**config.mk**
```make
export PLATFORM = sky130hd
export DESIGN_NAME = rgba_pixel_format_converter_top
export DESIGN_NICKNAME = d
export VERILOG_FILES = /design/src/hw/rtl/rpfc_pkg.sv /design/src/hw/rtl/rpfc_ctrl.sv /design/src/hw/rtl/rpfc_channel.sv /design/src/hw/rtl/rgba_pixel_format_converter_top.sv
export SDC_FILE = /design/constraint.sdc
export NUM_CORES = 2
export LEC_CHECK = 0
export BUFFER_PORTS_ARGS = -buffer_cell sky130_fd_sc_hd__buf_2
export CORE_ASPECT_RATIO = 1.75
export CORE_MARGIN = 5
export CORE_UTILIZATION = 35
export CTS_BUF_LIST = sky130_fd_sc_hd__clkbuf_4
export CTS_CLUSTER_DIAMETER = 150
export CTS_CLUSTER_SIZE = 16
export DETAILED_ROUTE_END_ITERATION = 7
export GPL_ROUTABILITY_DRIVEN = 0
export PLACE_DENSITY = 0.57
export SLEW_MARGIN = 10
export SYNTH_ARGS = -nofsm -noshare
export SYNTH_HDL_FRONTEND = slang
export SYNTH_SLANG_ARGS = --single-unit
```
**constraint.sdc**
```tcl
create_clock -name clk -period 10.1 [get_ports clk]
set_clock_uncertainty 0.1 [all_clocks]
set_input_delay 0.505 -clock clk [delete_from_list [all_inputs] [get_ports clk]]
set_output_delay 0.505 -clock clk [all_outputs]
set_load 0.005 [all_outputs]
```
**src/hw/rtl/rpfc_pkg.sv**
```systemverilog
// shared types, conversion codes and channel helper functions
// for the rgba pixel format converter; no dependencies
package rpfc_pkg;

    localparam logic [2:0] CONV_U8_F32  = 3'd0;
    localparam logic [2:0] CONV_F16_F32 = 3'd1;
    localparam logic [2:0] CONV_U8_F16  = 3'd2;
    localparam logic [2:0] CONV_F32_F16 = 3'd3;
    localparam logic [2:0] CONV_F16_U8  = 3'd4;
    localparam logic [2:0] CONV_F32_U8  = 3'd5;

    typedef struct packed {
        logic s1;
        logic s2;
        logic s3;
    } rpfc_en_t;

    function automatic logic [2:0] msb8(input logic [7:0] v);
        logic [2:0] idx;
        idx = 3'd0;
        for (int i = 0; i < 8; i++)
        begin
            if (v[i])
            begin
                idx = 3'(i);
            end
        end
        return idx;
    endfunction

    function automatic logic [3:0] lead10(input logic [9:0] v);
        logic [3:0] idx;
        idx = 4'd0;
        for (int i = 0; i < 10; i++)
        begin
            if (v[i])
            begin
                idx = 4'(i);
            end
        end
        return idx;
    endfunction

    // u/255 is the byte u repeated forever, so the round bit is always set
    function automatic logic [31:0] unorm_to_f32(input logic [7:0] u);
        logic [2:0]  p;
        logic [7:0]  r;
        logic [23:0] m;
        logic [7:0]  e;
        p = msb8(u);
        r = u << (3'd7 - p);
        m = {r, r, r} + 24'd1;
        e = 8'd119 + {5'd0, p};
        if (u == 8'd0)
        begin
            return 32'h0000_0000;
        end
        else if (u == 8'hFF)
        begin
            return 32'h3F80_0000;
        end
        return {1'b0, e, m[22:0]};
    endfunction

    function automatic logic [31:0] half_to_f32(input logic [15:0] h);
        logic [4:0] ex;
        logic [9:0] man;
        logic [3:0] k;
        logic [9:0] ms;
        logic [7:0] e;
        ex  = h[14:10];
        man = h[9:0];
        k   = lead10(man);
        ms  = man << (4'd10 - k);
        e   = 8'd103 + {4'd0, k};
        if (ex == 5'd0)
        begin
            if (man == 10'd0)
            begin
                return {h[15], 31'd0};
            end
            return {h[15], e, ms, 13'd0};
        end
        else if (ex == 5'h1F)
        begin
            if (man == 10'd0)
            begin
                return {h[15], 31'h7F80_0000};
            end
            return {h[15], 31'h7FC0_0000 | {8'd0, man, 13'd0}};
        end
        return {h[15], 8'({3'd0, ex} + 8'd112), man, 13'd0};
    endfunction

endpackage

```
**src/hw/rtl/rpfc_ctrl.sv**
```systemverilog
// valid tracking and stall control for the three stage pipeline
// depends on rpfc_pkg
module rpfc_ctrl
(
    input  logic              clk,
    input  logic              rst_n,
    input  logic              in_valid,
    input  logic              out_ready,
    output logic              in_ready,
    output logic              out_valid,
    output rpfc_pkg::rpfc_en_t en
);

    logic v1_reg, v2_reg, v3_reg;

    always_comb
    begin
        en.s3 = !v3_reg || out_ready;
        en.s2 = !v2_reg || en.s3;
        en.s1 = !v1_reg || en.s2;
    end

    assign in_ready  = en.s1;
    assign out_valid = v3_reg;

    always_ff @(posedge clk or negedge rst_n)
    begin
        if (!rst_n)
        begin
            v1_reg <= 1'b0;
            v2_reg <= 1'b0;
            v3_reg <= 1'b0;
        end
        else
        begin
            if (en.s1)
            begin
                v1_reg <= in_valid;
            end
            if (en.s2)
            begin
                v2_reg <= v1_reg;
            end
            if (en.s3)
            begin
                v3_reg <= v2_reg;
            end
        end
    end

endmodule

```
**src/hw/rtl/rpfc_channel.sv**
```systemverilog
// one channel datapath: decode to fp32, round or multiply, finish
// depends on rpfc_pkg
module rpfc_channel
(
    input  logic               clk,
    input  rpfc_pkg::rpfc_en_t en,
    input  logic [2:0]         req_type,
    input  logic [31:0]        din,
    output logic [31:0]        dout
);

    // stage 1: source to fp32
    logic [2:0]  code1_reg;
    logic [31:0] a1_reg;
    logic [31:0] a1_next;

    always_comb
    begin
        case (req_type) inside
            rpfc_pkg::CONV_U8_F32, rpfc_pkg::CONV_U8_F16:
                a1_next = rpfc_pkg::unorm_to_f32(din[7:0]);
            rpfc_pkg::CONV_F16_F32, rpfc_pkg::CONV_F16_U8:
                a1_next = rpfc_pkg::half_to_f32(din[15:0]);
            default:
                a1_next = din;
        endcase
    end

    always_ff @(posedge clk)
    begin
        if (en.s1)
        begin
            code1_reg <= req_type;
            a1_reg    <= a1_next;
        end
    end

    // stage 2: half rounding prep or unorm product
    logic        sgn;
    logic [7:0]  ex;
    logic [22:0] man;
    logic [23:0] m24;
    logic [4:0]  hsh;
    logic [23:0] rmask;
    logic [14:0] q_next;
    logic        inc_next;
    logic        zero_next;
    logic        sat_next;
    logic [31:0] prod_next;
    logic [4:0]  ush_next;

    logic [2:0]  code2_reg;
    logic [31:0] a2_reg;
    logic        sgn2_reg;
    logic [14:0] q2_reg;
    logic        inc2_reg;
    logic        zero2_reg;
    logic        sat2_reg;
    logic [31:0] prod2_reg;
    logic [4:0]  ush2_reg;

    always_comb
    begin
        sgn   = a1_reg[31];
        ex    = a1_reg[30:23];
        man   = a1_reg[22:0];
        m24   = {(ex != 8'd0), man};
        hsh   = 5'(8'd126 - ex);
        rmask = (24'd1 << (hsh - 5'd1)) - 24'd1;
        q_next   = 15'd0;
        inc_next = 1'b0;
        if (ex == 8'hFF)
        begin
            q_next = (man != 23'd0) ? (15'h7E00 | {5'd0, man[22:13]}) : 15'h7C00;
        end
        else if (ex >= 8'd143)
        begin
            q_next = 15'h7C00;
        end
        else if (ex <= 8'd112)
        begin
            if (ex >= 8'd102)
            begin
                q_next   = 15'(m24 >> hsh);
                inc_next = m24[hsh - 5'd1] && (((m24 & rmask) != 24'd0) || q_next[0]);
            end
        end
        else
        begin
            q_next   = {5'(ex - 8'd112), man[22:13]};
            inc_next = man[12] && ((man[11:0] != 12'd0) || q_next[0]);
        end

        zero_next = 1'b0;
        sat_next  = 1'b0;
        if ((ex == 8'hFF && man != 23'd0) || sgn || ex < 8'd119)
        begin
            zero_next = 1'b1;
        end
        else if (ex >= 8'd127)
        begin
            sat_next = 1'b1;
        end
        prod_next = {8'd0, 1'b1, man} * 32'd255;
        ush_next  = 5'(8'd150 - ex);
    end

    always_ff @(posedge clk)
    begin
        if (en.s2)
        begin
            code2_reg <= code1_reg;
            a2_reg    <= a1_reg;
            sgn2_reg  <= sgn;
            q2_reg    <= q_next;
            inc2_reg  <= inc_next;
            zero2_reg <= zero_next;
            sat2_reg  <= sat_next;
            prod2_reg <= prod_next;
            ush2_reg  <= ush_next;
        end
    end

    // stage 3: pass fp32 through, or apply rounding, truncate and saturate
    logic [24:0] rnd;
    logic [32:0] pr;
    logic [32:0] n;
    logic [31:0] dout_next;
    logic [31:0] dout_reg;

    always_comb
    begin
        if (prod2_reg[31])
        begin
            rnd = {1'b0, prod2_reg[31:8]} + 25'(prod2_reg[7] &&
                  ((prod2_reg[6:0] != 7'd0) || prod2_reg[8]));
            pr  = {rnd, 8'd0};
        end
        else
        begin
            rnd = {1'b0, prod2_reg[30:7]} + 25'(prod2_reg[6] &&
                  ((prod2_reg[5:0] != 6'd0) || prod2_reg[7]));
            pr  = {1'b0, rnd, 7'd0};
        end
        n = pr >> ush2_reg;

        case (code2_reg) inside
            rpfc_pkg::CONV_U8_F32, rpfc_pkg::CONV_F16_F32:
                dout_next = a2_reg;
            rpfc_pkg::CONV_U8_F16, rpfc_pkg::CONV_F32_F16:
                dout_next = {16'd0, sgn2_reg, 15'(q2_reg + {14'd0, inc2_reg})};
            rpfc_pkg::CONV_F16_U8, rpfc_pkg::CONV_F32_U8:
            begin
                if (zero2_reg)
                begin
                    dout_next = 32'd0;
                end
                else if (sat2_reg || n >= 33'd255)
                begin
                    dout_next = 32'd255;
                end
                else
                begin
                    dout_next = {24'd0, n[7:0]};
                end
            end
            default:
                dout_next = 32'd0;
        endcase
    end

    always_ff @(posedge clk)
    begin
        if (en.s3)
        begin
            dout_reg <= dout_next;
        end
    end

    assign dout = dout_reg;

endmodule

```
**src/hw/rtl/rgba_pixel_format_converter_top.sv**
```systemverilog
// top level of the rgba pixel format converter
// depends on rpfc_pkg, rpfc_ctrl and rpfc_channel
//
// usage:
//   s_axis carries one pixel per request: tuser holds the conversion code,
//   tdata the four channels, each right aligned in 32 bits.
//   m_axis returns the converted pixel in the same layout, upper bits zero.
//   codes: 0 u8->f32, 1 f16->f32, 2 u8->f16, 3 f32->f16, 4 f16->u8,
//   5 f32->u8; codes 6 and 7 give all zero channels.
//   a request accepted into the first pipeline register moves on through the
//   second and third, where it raises m_axis_tvalid; the three pipeline
//   registers take one pixel every cycle while m_axis_tready is high.
//   each stage holds its valid bit and loads only when it is empty or the
//   stage after it can load, so a stalled receiver fills the pipe from the
//   end and bubbles close up; s_axis_tready drops only when all three are full.
//   reset clears the valid bits; the pipe comes out of reset empty.
module rgba_pixel_format_converter_top
(
    input  logic         clk,
    input  logic         rst_n,
    input  logic         s_axis_tvalid,
    output logic         s_axis_tready,
    input  logic [127:0] s_axis_tdata,  // in_red, in_green, in_blue, in_alpha
    input  logic [2:0]   s_axis_tuser,  // req_type
    output logic         m_axis_tvalid,
    input  logic         m_axis_tready,
    output logic [127:0] m_axis_tdata   // out_red, out_green, out_blue, out_alpha
);

    rpfc_pkg::rpfc_en_t en;

    rpfc_ctrl u_ctrl
    (
        .clk       (clk),
        .rst_n     (rst_n),
        .in_valid  (s_axis_tvalid),
        .out_ready (m_axis_tready),
        .in_ready  (s_axis_tready),
        .out_valid (m_axis_tvalid),
        .en        (en)
    );

    for (genvar c = 0; c < 4; c++)
    begin : g_chan
        rpfc_channel u_chan
        (
            .clk      (clk),
            .en       (en),
            .req_type (s_axis_tuser),
            .din      (s_axis_tdata[c*32 +: 32]),
            .dout     (m_axis_tdata[c*32 +: 32])
        );
    end

endmodule

```
# Word level (Yosys, flattened, before mapping)
# Cells that the tools add are included.
[op_classes]
eq_ne = 20
addsub = 56
shifts = 20
div_mod_pow = 0
mux = 252
order_cmp = 28
bitwise_logic = 4
n_mul = 4
reduce_logical = 101
[op_table]
columns = ["operator", "count"]
rows = [
  ["32-bit 2-to-1 mux", 64],
  ["15-bit 2-to-1 mux", 16],
  ["24-bit by 1-bit adder with 25-bit output", 8],
  ["4-bit 2-to-1 mux", 36],
  ["33-bit by 8-bit >= comparator with 1-bit output, second input constant", 4],
  ["33-bit 2-to-1 mux", 4],
  ["33-bit by 5-bit right shift with 33-bit output", 4],
  ["24-bit by 8-bit multiplier with 32-bit output, second input constant", 4],
  ["24-bit bitwise AND", 4],
  ["24-bit nonzero test", 4],
  ["1-bit by 5-bit << shifter with 24-bit output, first input constant", 4],
  ["24-bit by 5-bit right shift with 15-bit output", 4],
  ["24-bit by 1-bit subtractor with 24-bit output, second input constant", 4],
  ["23-bit by 1-bit adder with 23-bit output, second input constant", 4],
  ["23-bit nonzero test", 4],
  ["1-bit 2-to-1 mux", 88],
  ["8-bit == test, second input constant", 8],
  ["8-bit by 7-bit >= comparator with 1-bit output, second input constant", 8],
  ["15-bit by 1-bit adder with 15-bit output", 4],
  ["3-bit 2-to-1 mux", 20],
  ["12-bit nonzero test", 4],
  ["10-bit logical NOT", 4],
  ["10-bit 2-to-1 mux", 4],
  ["10-bit by 4-bit << shifter with 10-bit output", 4],
  ["other kinds (30)", 173],
]
[totals]
out_inout_bits = 130
memories = 0
latch_bits = 0
ff_bits = 617
inputBits = 135
romBits = 0
ram_bits = 0

# Logic depth before layout (Yosys ltp)
[logic_depth]
word_depth = 18
mapped_depth = 23
mapped_depth_nobuf = 21

# Modules after synthesis
# A second synthesis with hierarchy kept.
[hier_totals]
hier_cells = 7108
area_unflattened_um2 = 65405.2
[by_module_without_submodules]
columns = ["mod", "area_per_inst_um2", "cells_per_inst", "seq_area_each_um2", "instances"]
rows = [
  ["rpfc_channel at g_chan[3].u_chan", 16480.8, 1797, 4594.4, 1],
  ["rpfc_channel at g_chan[1].u_chan", 16289.4, 1763, 4594.4, 1],
  ["rpfc_channel at g_chan[2].u_chan", 16269.4, 1767, 4594.4, 1],
  ["rpfc_channel at g_chan[0].u_chan", 16231.8, 1770, 4594.4, 1],
  ["rpfc_ctrl", 133.9, 11, 75.1, 1],
]

# Worst setup path after synthesis
# No wires, ideal clock.
[synth_path]
path_kind = "input to register"
startpoint = "input m_axis_tready"
endpoint = "register g_chan[0].u_chan.a2_reg[10] (enable)"
path_buffers = 0
arrival_time_ns = 7.985
slack_ns = -1.327
cell_stages = 1
path_cell_list = "nand3b_1"
[synth_via]
elab_chain_cells = 2
[synth_rtl]
columns = ["item", "line_no", "source"]
rows = [
  ["start: declaration", "rgba_pixel_format_converter_top.sv:26", "input logic m_axis_tready,"],
  ["1-bit logical OR", "rpfc_ctrl.sv:18", "en.s3 = !v3_reg || out_ready;"],
  ["1-bit logical OR", "rpfc_ctrl.sv:19", "en.s2 = !v2_reg || en.s3;"],
  ["end signal: assignment", "rpfc_channel.sv:113", "a2_reg <= a1_reg;"],
  ["end: declaration", "rpfc_channel.sv:53", "logic [31:0] a2_reg;"],
]
# Every way passes these cells.
# A chain may end at the register's enable or synchronous reset.

# Worst setup path after layout
[layout_path]
startpoint = "register g_chan[2].u_chan.a1_reg[3]"
endpoint = "register g_chan[2].u_chan.prod2_reg[31] (data pin)"
[layout_via]
elab_chain_cells = 1
[layout_rtl]
columns = ["item", "line_no", "source"]
rows = [
  ["start: declaration", "rpfc_channel.sv:14", "logic [31:0] a1_reg;"],
  ["start signal: assignment", "rpfc_channel.sv:34", "a1_reg <= a1_next;"],
  ["24-bit by 8-bit multiplier with 32-bit output", "rpfc_channel.sv:104", "prod_next = {8'd0, 1'b1, man} * 32'd255;"],
  ["net g_chan[2].u_chan.prod_next[31]", "rpfc_channel.sv:49", "logic [31:0] prod_next;"],
  ["end signal: assignment", "rpfc_channel.sv:119", "prod2_reg <= prod_next;"],
  ["end: declaration", "rpfc_channel.sv:59", "logic [31:0] prod2_reg;"],
]
# The timed path passes the listed nets, and every way through them passes these cells.

==> results.yml <==
outcome:
  outcome: "finished clean"
clock_tree:
  cts_root_buffer: "clkbuf_4"
  post-cts-setup-buffers: 0
  clkLatencyLatePin_ps: 1090
  postCtsResizedCells: 0
  clock_sinks: 603
  cts_buffers: 43
  cts.htree.levels: 2
  cts_tree: "built"
  clkTransAtPathRegs_ps: 210
  cts-root-to-sink-buffers: 3
synthesis:
  yosysTopAreaCell: "edfxtp_1"
  postSynthNetCount: 7894
  seq_area_frac_synth_pct: 28.7
  syn_area_sq_mm: 0.0631
  synth_top_flop_cell: "edfxtp_1"
  synth_edf_count: 600
  netlist_instances: 7016
  ys_seq_elements: 603
  synth_area_leaders: "edfxtp_1, fa_1, ha_1"
  synth_area_per_cell_sq_um: 9.00
  ys_types: 104
  synthArstFlopShare_pct: 0.498
  synth_warnings: 0
  synth_top_area_share_pct: 28.5
finish:
  n_fill_cell: 18100
  layout-drive-gt1-share_pct: 7.85
  final_cell_mix: "nand2_1, inv_1, edfxtp_1"
  utilization_pct: 38.5
  area_growth_pct: 9.62
  final_common_cell: "nand2_1"
  final_nets: 8108
  multi_input_area_sq_mm: 0.0412
  seq_area_sq_mm: 0.0181
  finalNonFillerCells: 9648
drt:
  drtIter0Drc: 4602
  wl_per_cell_um: 23.5
  firstDrtPassIters: 6
  routed-via-count: 56300
  ant_nets: 0
  wirelength_um: 226000
  drc: 0
  viasPerCell: 5.84
hold_path:
  worstHoldStart: "s_axis_tdata[64]"
  hold_path_class: "input port to flip-flop"
setup_path:
  r2r_start: "g_chan[2].u_chan.a1_reg[3]"
  path_class: "flip-flop to flip-flop"
  worstPathMaxFanout: 12
  critPathCaptureType: "flip-flop"
  critPathLaunch: "g_chan[2].u_chan.a1_reg[3]"
  cp.required_ps: 10760
  start_kind: "flip-flop"
  cp.arrival_ps: 7310
power:
  power_uw: 27100
  p_leak_uw: 0.0279
  max-vdd-ir-drop_v: 0.000318
  p_per_area_mw_per_mm2: 392
timing:
  fin_ws_ps: 3450
  worstMarginPinSlew_ps: 1300
  final.min_clock_period_ps: 6650
  period_share_pct: 65.8
  fmax_ghz: 0.150
  relSlewSlack_pct: 10.9
  finalHoldViolCount: 0
  rsz0062_at_grt: "false"
  setup_viol: 0
  finalMaxSlewViolations: 0
grt:
  grt_pass1_wl_um: 340000
  grt_max_degree: 154
  antenna_found_initial: 30
  grt-ovfl-total: 0
  grt_pass1_vias: 56500
  track_usage_pct: 23.1
floorplan:
  rows: 206
  io_pins: 265
  die_height_um: 572
  start_util_pct: 35.1
  die_area_sq_mm: 0.189
  die_w_um: 331
  core_sq_mm: 0.180
place:
  dp_hpwl_um: 178000
  portBuffers: 264
  place_inst: 9385
  dp_slack_ps: 3460
job:
  max_cap_violations: 0
[path summary, 6_finish.rpt]
kind,to,slack (ps),cells past startpoint
max,g_chan[2].u_chan.prod2_reg[31],3450,17
min,g_chan[2].u_chan.a1_reg[0],140,3
max reg2reg,g_chan[2].u_chan.prod2_reg[31],3450,17
min reg2reg,g_chan[0].u_chan.a2_reg[14],280,0
max in group asynchronous,u_ctrl.out_valid,9430,3
min in group asynchronous,u_ctrl.v2_reg,320,3
[cells in the mapped netlist, types with 25 or more instances]
library cell / number
nand2_1: 725
inv_1: 618
edfxtp_1: 600
nor2_1: 545
o21ai_0: 497
fa_1: 429
a21oi_1: 423
clkbuf_1: 316
ha_1: 314
nand3_1: 205
mux2i_1: 184
xnor2_1: 181
nor3_1: 136
and2_1: 108
xor2_1: 102
nand4_1: 88
a211oi_1: 86
o22ai_1: 85
o211ai_1: 75
nand2b_1: 67
a21o_1: 62
and3_1: 62
a31oi_1: 58
or3_1: 55
a22oi_1: 51
o31ai_1: 50
nor4_1: 49
mux4_2: 46
a22o_1: 42
buf_1: 42
o21a_1: 42
nor2b_1: 34
o221ai_1: 34
and4_1: 32
mux2_2: 29
a311oi_1: 28
o2111ai_1: 27
a211o_1: 25
[kinds of logic after synthesis]
kind of cell               Yosys count  synth area share (%)
and+or+nand+nor                   2202                  16.5
AOI/OAI and AO/OA                 1908                  19.9
buffers and inverters             1018                  6.12
adders and majority gates          743                  19.8
DFF                                603                  28.7
xor gates and xnor gates           283                  3.93
muxes                              259                  5.08
[worst max-delay path: stages (launching register included)]
cell       delay [ps]
edfxtp_1          650
fa_1              690
inv_1              80
fa_1              530
inv_1              50
fa_1              500
fa_1              490
ha_1              370
o21ai_0           170
a2111oi_0         640
o31ai_1           200
a2111oi_0         780
o221ai_1          360
o21ai_0           360
nor3_1            110
o21bai_1          160
a21oi_1            90
xnor2_1           130
[through the flow]
step                      TNS, ps  hold WS [ps]  instance area, sq um
final                           0           137                 69200
after global routing            0         -11.8                 69200
after floorplan           -453890           109                 63100
after detailed placement        0           204                 66800
after CTS                       0         0.670                 69200
after global placement          0           200                 66800
[area by class of cell]
cell class              instances  share of cell area (%)
diodes                         16                  0.0579
inverters                     635                    3.44
repair buffers                552                    5.76
flip-flops and latches        603                    26.1
clock buffers                  52                   0.564
multi-input cells            5395                    59.6
clock inverters                 3                  0.0922
well taps                    2392                    4.33
[repair_timing]
item	4_1_cts	5_1_grt
endpoints found under the setup margin	0	0
hold endpoints to repair	150	0
hold buffers	192	0
[metal layers]
metal  global-route usage (%)  share of wire (%)
met5                        0              0.064
met4                     13.6                7.2
met3                     3.02                6.1
met2                     43.0                 52
met1                     24.8                 35
[report_power, final]
part	total, uW	internal, uW	switching (uW)
sequential	5380	4500	873
clock	1130	286	839
combinational	20600	8850	11800
No activity file was read; power rests on OpenSTA's default activity.
